$ cat src/sv/mis_pkg.sv
package mis_pkg;

    // data path width of value, modulus and inverse
    localparam int WIDTH = 16;
    // bit counter for the remainder pass
    localparam int CNT_W = $clog2(WIDTH);

    typedef enum logic [1:0] {
        STATUS_OK   = 2'd0,
        STATUS_NONE = 2'd1,
        STATUS_ZERO = 2'd2
    } status_t;

    // controller to datapath
    typedef struct packed {
        logic             load;
        logic             div_step;
        logic [CNT_W-1:0] div_bit;
        logic             srch_step;
        logic             finish;
        status_t          fin_status;
    } cmd_t;

    // datapath to controller
    typedef struct packed {
        logic is_zero;
        logic mod_small;
        logic hit;
        logic last_cand;
    } sts_t;

endpackage

$ cat src/sv/mis_ctrl.sv
module mis_ctrl (
    input  logic          clk,
    input  logic          rst_n,
    input  logic          start,
    output logic          busy,
    output logic          done,
    input  mis_pkg::sts_t sts,
    output mis_pkg::cmd_t cmd
);
    import mis_pkg::*;

    typedef enum logic [1:0] {
        ST_IDLE,
        ST_CHECK,
        ST_DIV,
        ST_SRCH
    } state_t;

    state_t           state_reg, state_next;
    logic [CNT_W-1:0] cnt_reg, cnt_next;
    logic             done_reg, done_next;

    // next state and commands
    always_comb
    begin
        state_next     = state_reg;
        cnt_next       = cnt_reg;
        done_next      = 1'b0;
        cmd            = '0;
        cmd.fin_status = STATUS_OK;
        cmd.div_bit    = cnt_reg;
        case (state_reg)
            ST_IDLE:
            begin
                if (start)
                begin
                    cmd.load   = 1'b1;
                    state_next = ST_CHECK;
                end
            end
            ST_CHECK:
            begin
                cnt_next = CNT_W'(WIDTH - 1);
                if (sts.is_zero)
                begin
                    cmd.finish     = 1'b1;
                    cmd.fin_status = STATUS_ZERO;
                    done_next      = 1'b1;
                    state_next     = ST_IDLE;
                end
                else if (sts.mod_small)
                begin
                    cmd.finish     = 1'b1;
                    cmd.fin_status = STATUS_NONE;
                    done_next      = 1'b1;
                    state_next     = ST_IDLE;
                end
                else
                begin
                    state_next = ST_DIV;
                end
            end
            ST_DIV:
            begin
                cmd.div_step = 1'b1;
                cnt_next     = cnt_reg - CNT_W'(1);
                if (cnt_reg == '0)
                begin
                    state_next = ST_SRCH;
                end
            end
            ST_SRCH:
            begin
                if (sts.hit)
                begin
                    cmd.finish     = 1'b1;
                    cmd.fin_status = STATUS_OK;
                    done_next      = 1'b1;
                    state_next     = ST_IDLE;
                end
                else if (sts.last_cand)
                begin
                    cmd.finish     = 1'b1;
                    cmd.fin_status = STATUS_NONE;
                    done_next      = 1'b1;
                    state_next     = ST_IDLE;
                end
                else
                begin
                    cmd.srch_step = 1'b1;
                end
            end
            default:
            begin
                state_next = ST_IDLE;
            end
        endcase
    end

    // state and registered strobe
    always_ff @(posedge clk or negedge rst_n)
    begin
        if (!rst_n)
        begin
            state_reg <= ST_IDLE;
            cnt_reg   <= '0;
            done_reg  <= 1'b0;
        end
        else
        begin
            state_reg <= state_next;
            cnt_reg   <= cnt_next;
            done_reg  <= done_next;
        end
    end

    assign busy = (state_reg != ST_IDLE);
    assign done = done_reg;

    // strobe comes only right after a request was in work
    a_done_after_busy: assert property (@(posedge clk) disable iff (!rst_n)
        done |-> $past(busy))
        else $error("done strobe without a request in work");

    // no work commands while idle
    a_idle_quiet: assert property (@(posedge clk) disable iff (!rst_n)
        !busy |-> !cmd.div_step && !cmd.srch_step && !cmd.finish)
        else $error("datapath command while idle");

    // search runs only after the full remainder pass
    a_srch_after_div: assert property (@(posedge clk) disable iff (!rst_n)
        (state_reg == ST_SRCH) && $past(state_reg == ST_DIV) |-> $past(cnt_reg == '0))
        else $error("search entered before remainder done");

endmodule

$ cat src/sv/mis_dpath.sv
module mis_dpath (
    input  logic                       clk,
    input  logic                       rst_n,
    input  logic                       cfg_valid,
    input  logic [mis_pkg::WIDTH-1:0]  cfg_data,
    input  logic [mis_pkg::WIDTH-1:0]  value,
    input  mis_pkg::cmd_t              cmd,
    output mis_pkg::sts_t              sts,
    output logic [mis_pkg::WIDTH-1:0]  inverse,
    output mis_pkg::status_t           status
);
    import mis_pkg::*;

    logic [WIDTH-1:0] mod_reg;
    logic             neg_reg;
    logic             zero_reg;
    logic [WIDTH-1:0] mag_reg;
    logic [WIDTH-1:0] rem_reg;
    logic [WIDTH-1:0] acc_reg;
    logic [WIDTH-1:0] cand_reg;
    logic [WIDTH-1:0] inverse_reg;
    status_t          status_reg;

    logic [WIDTH:0]   shifted;
    logic [WIDTH-1:0] rem_next;
    logic [WIDTH-1:0] room;
    logic [WIDTH-1:0] acc_next;
    logic [WIDTH-1:0] inv_ok;

    // one restoring step of mag mod modulus
    always_comb
    begin
        shifted = {rem_reg, mag_reg[cmd.div_bit]};
        if (shifted >= {1'b0, mod_reg})
        begin
            rem_next = WIDTH'(shifted - {1'b0, mod_reg});
        end
        else
        begin
            rem_next = shifted[WIDTH-1:0];
        end
    end

    // running residue plus step, reduced without overflow
    always_comb
    begin
        room = mod_reg - rem_reg;
        if (acc_reg >= room)
        begin
            acc_next = acc_reg - room;
        end
        else
        begin
            acc_next = acc_reg + rem_reg;
        end
    end

    assign inv_ok = neg_reg ? (mod_reg - cand_reg) : cand_reg;

    assign sts.is_zero   = zero_reg;
    assign sts.mod_small = (mod_reg < WIDTH'(2));
    assign sts.hit       = (acc_next == WIDTH'(1));
    assign sts.last_cand = (cand_reg == (mod_reg - WIDTH'(1)));

    // modulus register
    always_ff @(posedge clk or negedge rst_n)
    begin
        if (!rst_n)
        begin
            mod_reg <= WIDTH'(2);
        end
        else if (cfg_valid)
        begin
            mod_reg <= cfg_data;
        end
    end

    // request operands and search registers
    always_ff @(posedge clk)
    begin
        if (cmd.load)
        begin
            neg_reg  <= value[WIDTH-1];
            zero_reg <= (value == '0);
            mag_reg  <= value[WIDTH-1] ? (~value + WIDTH'(1)) : value;
            rem_reg  <= '0;
            acc_reg  <= '0;
            cand_reg <= WIDTH'(1);
        end
        if (cmd.div_step)
        begin
            rem_reg <= rem_next;
        end
        if (cmd.srch_step)
        begin
            acc_reg  <= acc_next;
            cand_reg <= cand_reg + WIDTH'(1);
        end
    end

    // result registers
    always_ff @(posedge clk or negedge rst_n)
    begin
        if (!rst_n)
        begin
            inverse_reg <= '0;
            status_reg  <= STATUS_OK;
        end
        else if (cmd.finish)
        begin
            status_reg  <= cmd.fin_status;
            inverse_reg <= (cmd.fin_status == STATUS_OK) ? inv_ok : '0;
        end
    end

    assign inverse = inverse_reg;
    assign status  = status_reg;

    // residue stays reduced while searching
    a_acc_reduced: assert property (@(posedge clk) disable iff (!rst_n)
        cmd.srch_step |-> (acc_reg < mod_reg) && (rem_reg < mod_reg))
        else $error("search residue not reduced");

    // candidate never reaches the modulus
    a_cand_range: assert property (@(posedge clk) disable iff (!rst_n)
        cmd.srch_step |=> (cand_reg < mod_reg) && (cand_reg != '0))
        else $error("candidate out of range");

    // a found inverse is nonzero and below the modulus
    a_inv_range: assert property (@(posedge clk) disable iff (!rst_n)
        cmd.finish && (cmd.fin_status == STATUS_OK) |=>
            (inverse_reg != '0) && (inverse_reg < mod_reg))
        else $error("inverse out of range");

endmodule

$ cat src/sv/modular_inverse_search.sv
// Modular inverse by linear search over multipliers 1 .. modulus-1.
// A zero value or a modulus below 2 finishes at the check after the accepting
// edge; else a bit-serial remainder pass runs, then k candidates are tried (k <= modulus-1).
// Rate: one request at a time; the remainder pass walks all 16 bits serially, then
// one candidate per cycle through the modular adder. busy is high meanwhile.
// Results show for one cycle on done; the receiver cannot stall. Reset sets modulus to 2.
module modular_inverse_search (
    input  logic                       clk,
    input  logic                       rst_n,
    input  logic                       start,
    output logic                       busy,
    input  logic [mis_pkg::WIDTH-1:0]  value,
    output logic                       done,
    output logic [mis_pkg::WIDTH-1:0]  inverse,
    output logic [1:0]                 status,
    input  logic                       cfg_valid,
    output logic                       cfg_ready,
    input  logic [mis_pkg::WIDTH-1:0]  cfg_data
);
    import mis_pkg::*;

    cmd_t    cmd;
    sts_t    sts;
    status_t dp_status;

    assign cfg_ready = 1'b1;
    assign status    = dp_status;

    // sequencer
    mis_ctrl u_ctrl (
        .clk   (clk),
        .rst_n (rst_n),
        .start (start),
        .busy  (busy),
        .done  (done),
        .sts   (sts),
        .cmd   (cmd)
    );

    // arithmetic and result registers
    mis_dpath u_dpath (
        .clk       (clk),
        .rst_n     (rst_n),
        .cfg_valid (cfg_valid),
        .cfg_data  (cfg_data),
        .value     (value),
        .cmd       (cmd),
        .sts       (sts),
        .inverse   (inverse),
        .status    (dp_status)
    );

endmodule

$ cat config.mk
export PLATFORM = sky130hd
export DESIGN_NAME = modular_inverse_search
export DESIGN_NICKNAME = d
export VERILOG_FILES = /design/src/sv/mis_pkg.sv /design/src/sv/mis_ctrl.sv /design/src/sv/mis_dpath.sv /design/src/sv/modular_inverse_search.sv
export SDC_FILE = /design/constraint.sdc
export NUM_CORES = 1
export LEC_CHECK = 0
export BUFFER_PORTS_ARGS = -buffer_cell sky130_fd_sc_hd__buf_2
export CORE_MARGIN = 2
export CORE_UTILIZATION = 45
export DETAILED_ROUTE_END_ITERATION = 12
export GPL_TIMING_DRIVEN = 0
export PLACE_DENSITY_LB_ADDON = 0.3
export SKIP_LAST_GASP = 1
export SYNTH_ARGS = -nofsm -noshare
export SYNTH_HDL_FRONTEND = slang
export SYNTH_HIERARCHICAL = 1
export SYNTH_SLANG_ARGS = --single-unit
$ cat constraint.sdc
create_clock -name clk -period 17.1 [get_ports clk]
set_clock_uncertainty 0.15 [all_clocks]
set_input_delay 3.42 -clock clk [delete_from_list [all_inputs] [get_ports clk]]
set_output_delay 3.42 -clock clk [all_outputs]
set_load 0.005 [all_outputs]
==> metrics.txt, run 1 <==
outcome=completed; Post-synth EDFFs=66; Arr. time, crit path=7.86 ns; core area=20300 um2; Gate Count Post-Synth=1041; power per cell area=199 nW/um2; n_diodes=0; initial antenna violation count=0; peak fanout along the critical path=10; Wirelength per Cell=16.9 um; Logic pwr share=0.669; Fin. Hold Viols=0; CTS Buffer Depth=2; largest family of logic cells by synthesized area=compound AO/OA/AOI/OAI gates; fin crit share=0.453; number of vias in the routed layout=7873; Compound-Gate Fraction of Synth Area=0.186; Routability Congestion=0.870; Least-Margin Pin Slew=0.998 ns; pre-CTS WS=9.40 ns; CP required=17.22 ns; row count=52; element type at the critical path start=flip-flop; CTS root buffer=clkbuf_16; Die Y=148 um; sequential power share=0.221; Die X=148 um; peak supply drop=108 uV; post-CTS setup buffer count=0; P&R area growth vs syn=10.1%; vias in the first global route=7270; hold path startpoint=u_dpath/inverse[14]; vias per inst=5.69; Worst Hold Class=flip-flop to flip-flop; f_max=129 MHz; Main synth FF type=edfxtp_1; Worst Setup End Kind=flip-flop; top post-synthesis cells by count=ha_1, nor2_1, inv_1; largest net degree at the start of global routing=42; CTS tree=built; Worst Hold Slack=0.335 ns; largest area contributor in the netlist=edfxtp_1; remaining antenna violation count=0; critical path's slowest cell=dfrtp_1; post-synth cell types=70; top post-synthesis cells by area=edfxtp_1, ha_1, dfrtp_1; power share of the clock group=0.109; post-synthesis mux area share=0.0462; htree depth=3; Switching Fraction=0.479; syn_nets=1168; final net count=1236; RSZ-0062 raised after global routing=false; R2R setup slack=9.36 ns; Max Cap Viol=0; setup TNS=0 ns; DR iter-0 viols=649; Syn Std Cell Area=9350 um2; Syn Area/Cell=8.98 um2; leak pwr=0.00427 uW; HPWL Detailed=18400 um; reg-to-reg endpoint=u_dpath/inverse[7]; # IOs=57; die area=21900 um2; Worst-path clk slew=0.08 ns; Final Power=2050 uW; IO buf count=55; slew margin rel.=0.334; CTS Sinks=107; DP Area=9980 um2; post-synthesis xor/xnor area fraction=0.0993; Post-CTS Resized=0; Net Sw Power=981 uW; post-synth top area share=0.212; Crit Reg-Reg Startpoint=u_dpath/mod_reg[0]; Pint=1070 uW; Starting Density=0.460; Post-Synth Adder-Cell Area=0.126; Endpoint, Worst Hold=u_dpath/inverse[14]; Finished Cell Area=10300 um2; gr usage total=0.214; Detailed Route WL=23400 um; hold depth=1; #FFs+latches synth=107; setup ws final=9.36 ns; drt first pass iters=5; Max Slew Vio Count=0; sequential share of the synthesized area=0.322; warnings from Yosys=6; GRT overflow=0; first-pass GRT wire length=37500 um; cts bufs inserted=9; Synth Area in Simple Gates=0.174; # DRC=0; fin crit period=7.74 ns; Crit Path Class=flip-flop to flip-flop; worst setup path start=u_dpath/mod_reg[0]; # hold bufs at CTS=0; share of layout cells above drive strength 1=0.105; async set-reset flop share out of synthesis=0.383; FF-to-FF path depth=29; Clk Latency, worst-skew pair=0.36 ns; Setup Viol. Count Final=0; most numerous cell on the critical path=a21oi_1; CP peak stage delay=0.43 ns
how the worst max path moves through the flow:
stage                          end  slack [ns]  depth (start not counted)
6_report        u_dpath/inverse[7]        9.36                         29
3_5_place_dp    u_dpath/inverse[7]        9.40                         29
3_3_place_gp   u_dpath/cand_reg[1]        8.44                         24
4_1_cts         u_dpath/inverse[7]        9.36                         29
2_1_floorplan  u_dpath/inverse[15]       10.65                         30
5_1_grt         u_dpath/inverse[7]        8.91                         29
through the flow:
step / instances / util
detailed placement: 1368 / 0.492
floorplan: 1041 / -
CTS: 1384 / 0.507
global placement: 1366 / 0.491
finish: 1384 / 0.507
global route: 1384 / 0.507
metal layers:
metal  track usage  up-vias  share of wire
li1              -     3912              -
met2         0.353      212           0.46
met4        0.0395        0         0.0092
met1         0.301     3735           0.48
met5             0        -              0
met3        0.0350       14          0.054
cell type report:
cell class,instances,area [um2]
buffer,30,121
clock buffer,10,229
clock inverter,6,82.6
fill,1928,10000
inverter,83,312
multi-input combinational,821,5910
sequential,107,3010
tap,270,338
timing repair buffer,57,294
critical path: cells and delay by family (launching register included):
kind                       cells  cell delay [ns]
DFF                            1             0.43
xor gates and xnor gates       1             0.10
AOI/OAI and AO/OA             13             2.81
muxes                          1             0.41
and+or+nand+nor                6             1.96
adders and majority gates      3             0.91
buffers and inverters          5             0.88
cell usage in the layout, fill, tap and decap left out, drive strengths merged, types with 14 or more instances in the layout:
| cell | netlist | final |
|---|---|---|
| nor2 | 86 | 86 |
| xor2 | 32 | 32 |
| xnor2 | 74 | 74 |
| nand3 | 40 | 40 |
| a21oi | 67 | 67 |
| mux2i | 24 | 24 |
| nand2 | 72 | 72 |
| ha | 86 | 86 |
| a21o | 16 | 16 |
| o2bb2ai | 15 | 15 |
| o21ai | 66 | 66 |
| o31ai | 18 | 18 |
| a211oi | 14 | 14 |
| edfxtp | 66 | 66 |
| nand2b | 14 | 14 |
| or3 | 14 | 14 |
| nor3 | 28 | 28 |
| clkbuf | 25 | 35 |
| dfrtp | 40 | 40 |
| inv | 83 | 86 |
| buf | 5 | 62 |
cell families (layout without fill, tap and decap cells):
family,count (synthesis),in the layout
and+or+nand+nor,325,325
AOI/OAI and AO/OA,263,263
buffers and inverters,113,186
DFF,107,107
xor gates and xnor gates,106,106
adders and majority gates,91,91
muxes,35,35
other,1,1
power groups by stage:
stage / combinational (uW) / sequential (uW) / clock [uW]
2_1_floorplan: 1070 / 433 / 0
3_3_place_gp: 1330 / 456 / 0
3_5_place_dp: 1350 / 458 / 0
4_1_cts: 1360 / 453 / 230
5_1_grt: 1530 / 463 / 239
6_report: 1370 / 453 / 224
No activity file was read; power rests on OpenSTA's default activity.
==> run 2, diff against run 1 <==
Clock period 17.1 ns to 6.3 ns, I/O delays scaled along.
==> run 2 against run 1 <==
  * Core utilization grew 2.4 points
  * Largest power group unchanged
  * Non-clock buffer count up 30
  * Global-route usage up 0.34 points
  * Flip-flop and latch count unchanged
  * Register-to-register slack worse by 9.3 ns
  * Critical endpoint is now u_dpath/inverse[15]
  * Die area did not move
  * Critical path type unchanged
  * Cell count rose by 2.2%
==> metrics.txt, run 2 (synthesized netlist as in run 1, its figures left out) <==
outcome=completed; CTS root buffer=clkbuf_16; CP peak stage delay=0.41 ns (-0.02 ns); GRT overflow=0 (unchanged); element type at the critical path start=flip-flop; Crit Path Class=flip-flop to flip-flop; Setup Viol. Count Final=0 (unchanged); Fin. Hold Viols=0 (unchanged); final net count=1267 (+2.5%); IO buf count=55 (unchanged); CP required=6.45 ns (-10.77 ns); reg-to-reg endpoint=u_dpath/inverse[15]; cts bufs inserted=9 (unchanged); largest net degree at the start of global routing=42 (unchanged); fin crit share=0.994 (+0.541); Max Cap Viol=0 (unchanged); Largest delay share family, worst path=compound AO/OA/AOI/OAI gates; Clk Latency, worst-skew pair=0.37 ns (about the same); gr usage total=0.218 (+0.00345); fin crit period=6.26 ns (-1.48 ns); RSZ-0062 raised after global routing=true; peak supply drop=299 uV (+180%); initial antenna violation count=0 (unchanged); CTS Sinks=107 (unchanged); pre-CTS WS=-1.19 ns (-10.58 ns); Die X=148 um (unchanged); Die Y=148 um (unchanged); CTS tree=built; vias per inst=5.64 (-0.82%); slew margin rel.=0.352 (+0.0181); Worst Setup End Kind=flip-flop; first-pass GRT wire length=38100 um (+1.7%); # IOs=57 (unchanged); Arr. time, crit path=6.41 ns (-1.45 ns); Final Power=5880 uW (+190%); R2R setup slack=0.04 ns (-9.32 ns); Wirelength per Cell=16.8 um (-0.56%); number of vias in the routed layout=7983 (+1.4%); hold path startpoint=u_dpath/inverse[3]; Crit Reg-Reg Startpoint=u_dpath/mod_reg[0]; most common cell after layout, fill and taps aside=nor2_1; core area=20300 um2 (unchanged); Buf+Inv Stages, Crit Path=5 (unchanged); leak pwr=0.00449 uW (+5.0%); DR iter-0 viols=583 (-10%); critical path's slowest cell=or3_4; most frequent cells in the layout=nor2_1, ha_1, inv_1; power per cell area=544 nW/um2 (+170%); n_diodes=0 (unchanged); row count=52 (unchanged); htree depth=3 (unchanged); Endpoint, Worst Hold=u_dpath/inverse[3]; Worst-path clk slew=0.08 ns (about the same); peak fanout along the critical path=8 (-2); HPWL Detailed=18100 um (-1.8%); # DRC=0 (unchanged); P&R area growth vs syn=15.5%; drt first pass iters=5 (unchanged); share of layout cells above drive strength 1=0.164 (+0.0592); Max Slew Vio Count=0 (unchanged); Least-Margin Pin Slew=0.971 ns (-0.0271 ns); f_max=160 MHz (+24%); setup ws final=0.0400 ns (-9.32 ns); Starting Density=0.460 (unchanged); Detailed Route WL=23800 um (+1.7%); remaining antenna violation count=0 (unchanged); Routability Congestion=0.870 (unchanged); most numerous cell on the critical path=a21oi_2; CTS Buffer Depth=2 (unchanged); vias in the first global route=7407 (+1.9%); FF-to-FF path depth=31 (+6.9%); die area=21900 um2 (unchanged); hold depth=1 (unchanged); Worst Hold Class=flip-flop to flip-flop; # hold bufs at CTS=0 (unchanged)
## run 2: cell count changes in the layout (fill, tap and decap cells not counted), moves of 4 or more
cell,change
o2bb2ai_2,+9
a21oi_1,-4
o2bb2ai_1,-9
a21oi_2,+4
buf_4,+30
clkbuf_1,-5
ha_1,-5
## run 2: worst max-delay path by stage
stage | cells past startpoint | to | startpoint
final | 31 | u_dpath/inverse[15] | u_dpath/mod_reg[0]
after detailed placement | 29 | u_dpath/inverse[9] | u_dpath/mod_reg[0]
after global placement | 24 | u_dpath/cand_reg[0] | u_dpath/mod_reg[0]
after floorplan | 24 | u_dpath/acc_reg[0] | u_dpath/mod_reg[0]
after global routing | 31 | u_dpath/inverse[15] | u_dpath/mod_reg[0]
after CTS | 31 | u_dpath/inverse[15] | u_dpath/mod_reg[0]
## run 2: repair_timing
item,in CTS,in global routing
setup buffers,23,8
gates cloned,1,0
setup endpoints to repair,85,53
resized for setup,33,28
pin swaps,16,21
## run 2: through the flow
step	instances	area, um2	hold slack [ns]	utilization	TNS [ns]
after global routing	1415	10800	0.357	0.532	-2.53
after global placement	1366	9970	0.317	0.491	-154.55
after detailed placement	1368	9990	0.318	0.492	-78.47
after CTS	1407	10600	0.340	0.523	0
final	1415	10800	0.337	0.532	0
after floorplan	1041	9350	0.328	-	-0.379
## run 2: routing by layer
layer,wire length (um),vias up,track usage,part of all wire
li1,-,3976,-,-
met4,263,0,0.0495,0.011
met5,0,-,0,0
met2,11000,223,0.358,0.46
met1,11200,3763,0.303,0.47
met3,1370,21,0.0340,0.058
## run 2: cell type report
type,instances,area [um2]
buffer,29,146
clock buffer,10,229
clock inverter,6,72.6
fill,1844,9510
inverter,83,312
multi-input combinational,822,6140
sequential,107,3010
tap,270,338
timing repair buffer,88,543
## run 2: where the power goes
| part | total, uW | switching (uW) | internal, uW |
|---|---|---|---|
| sequential | 1210 | 185 | 1030 |
| clock | 598 | 284 | 314 |
| combinational | 4060 | 2300 | 1760 |
| total | 5880 | 2770 | 3100 |
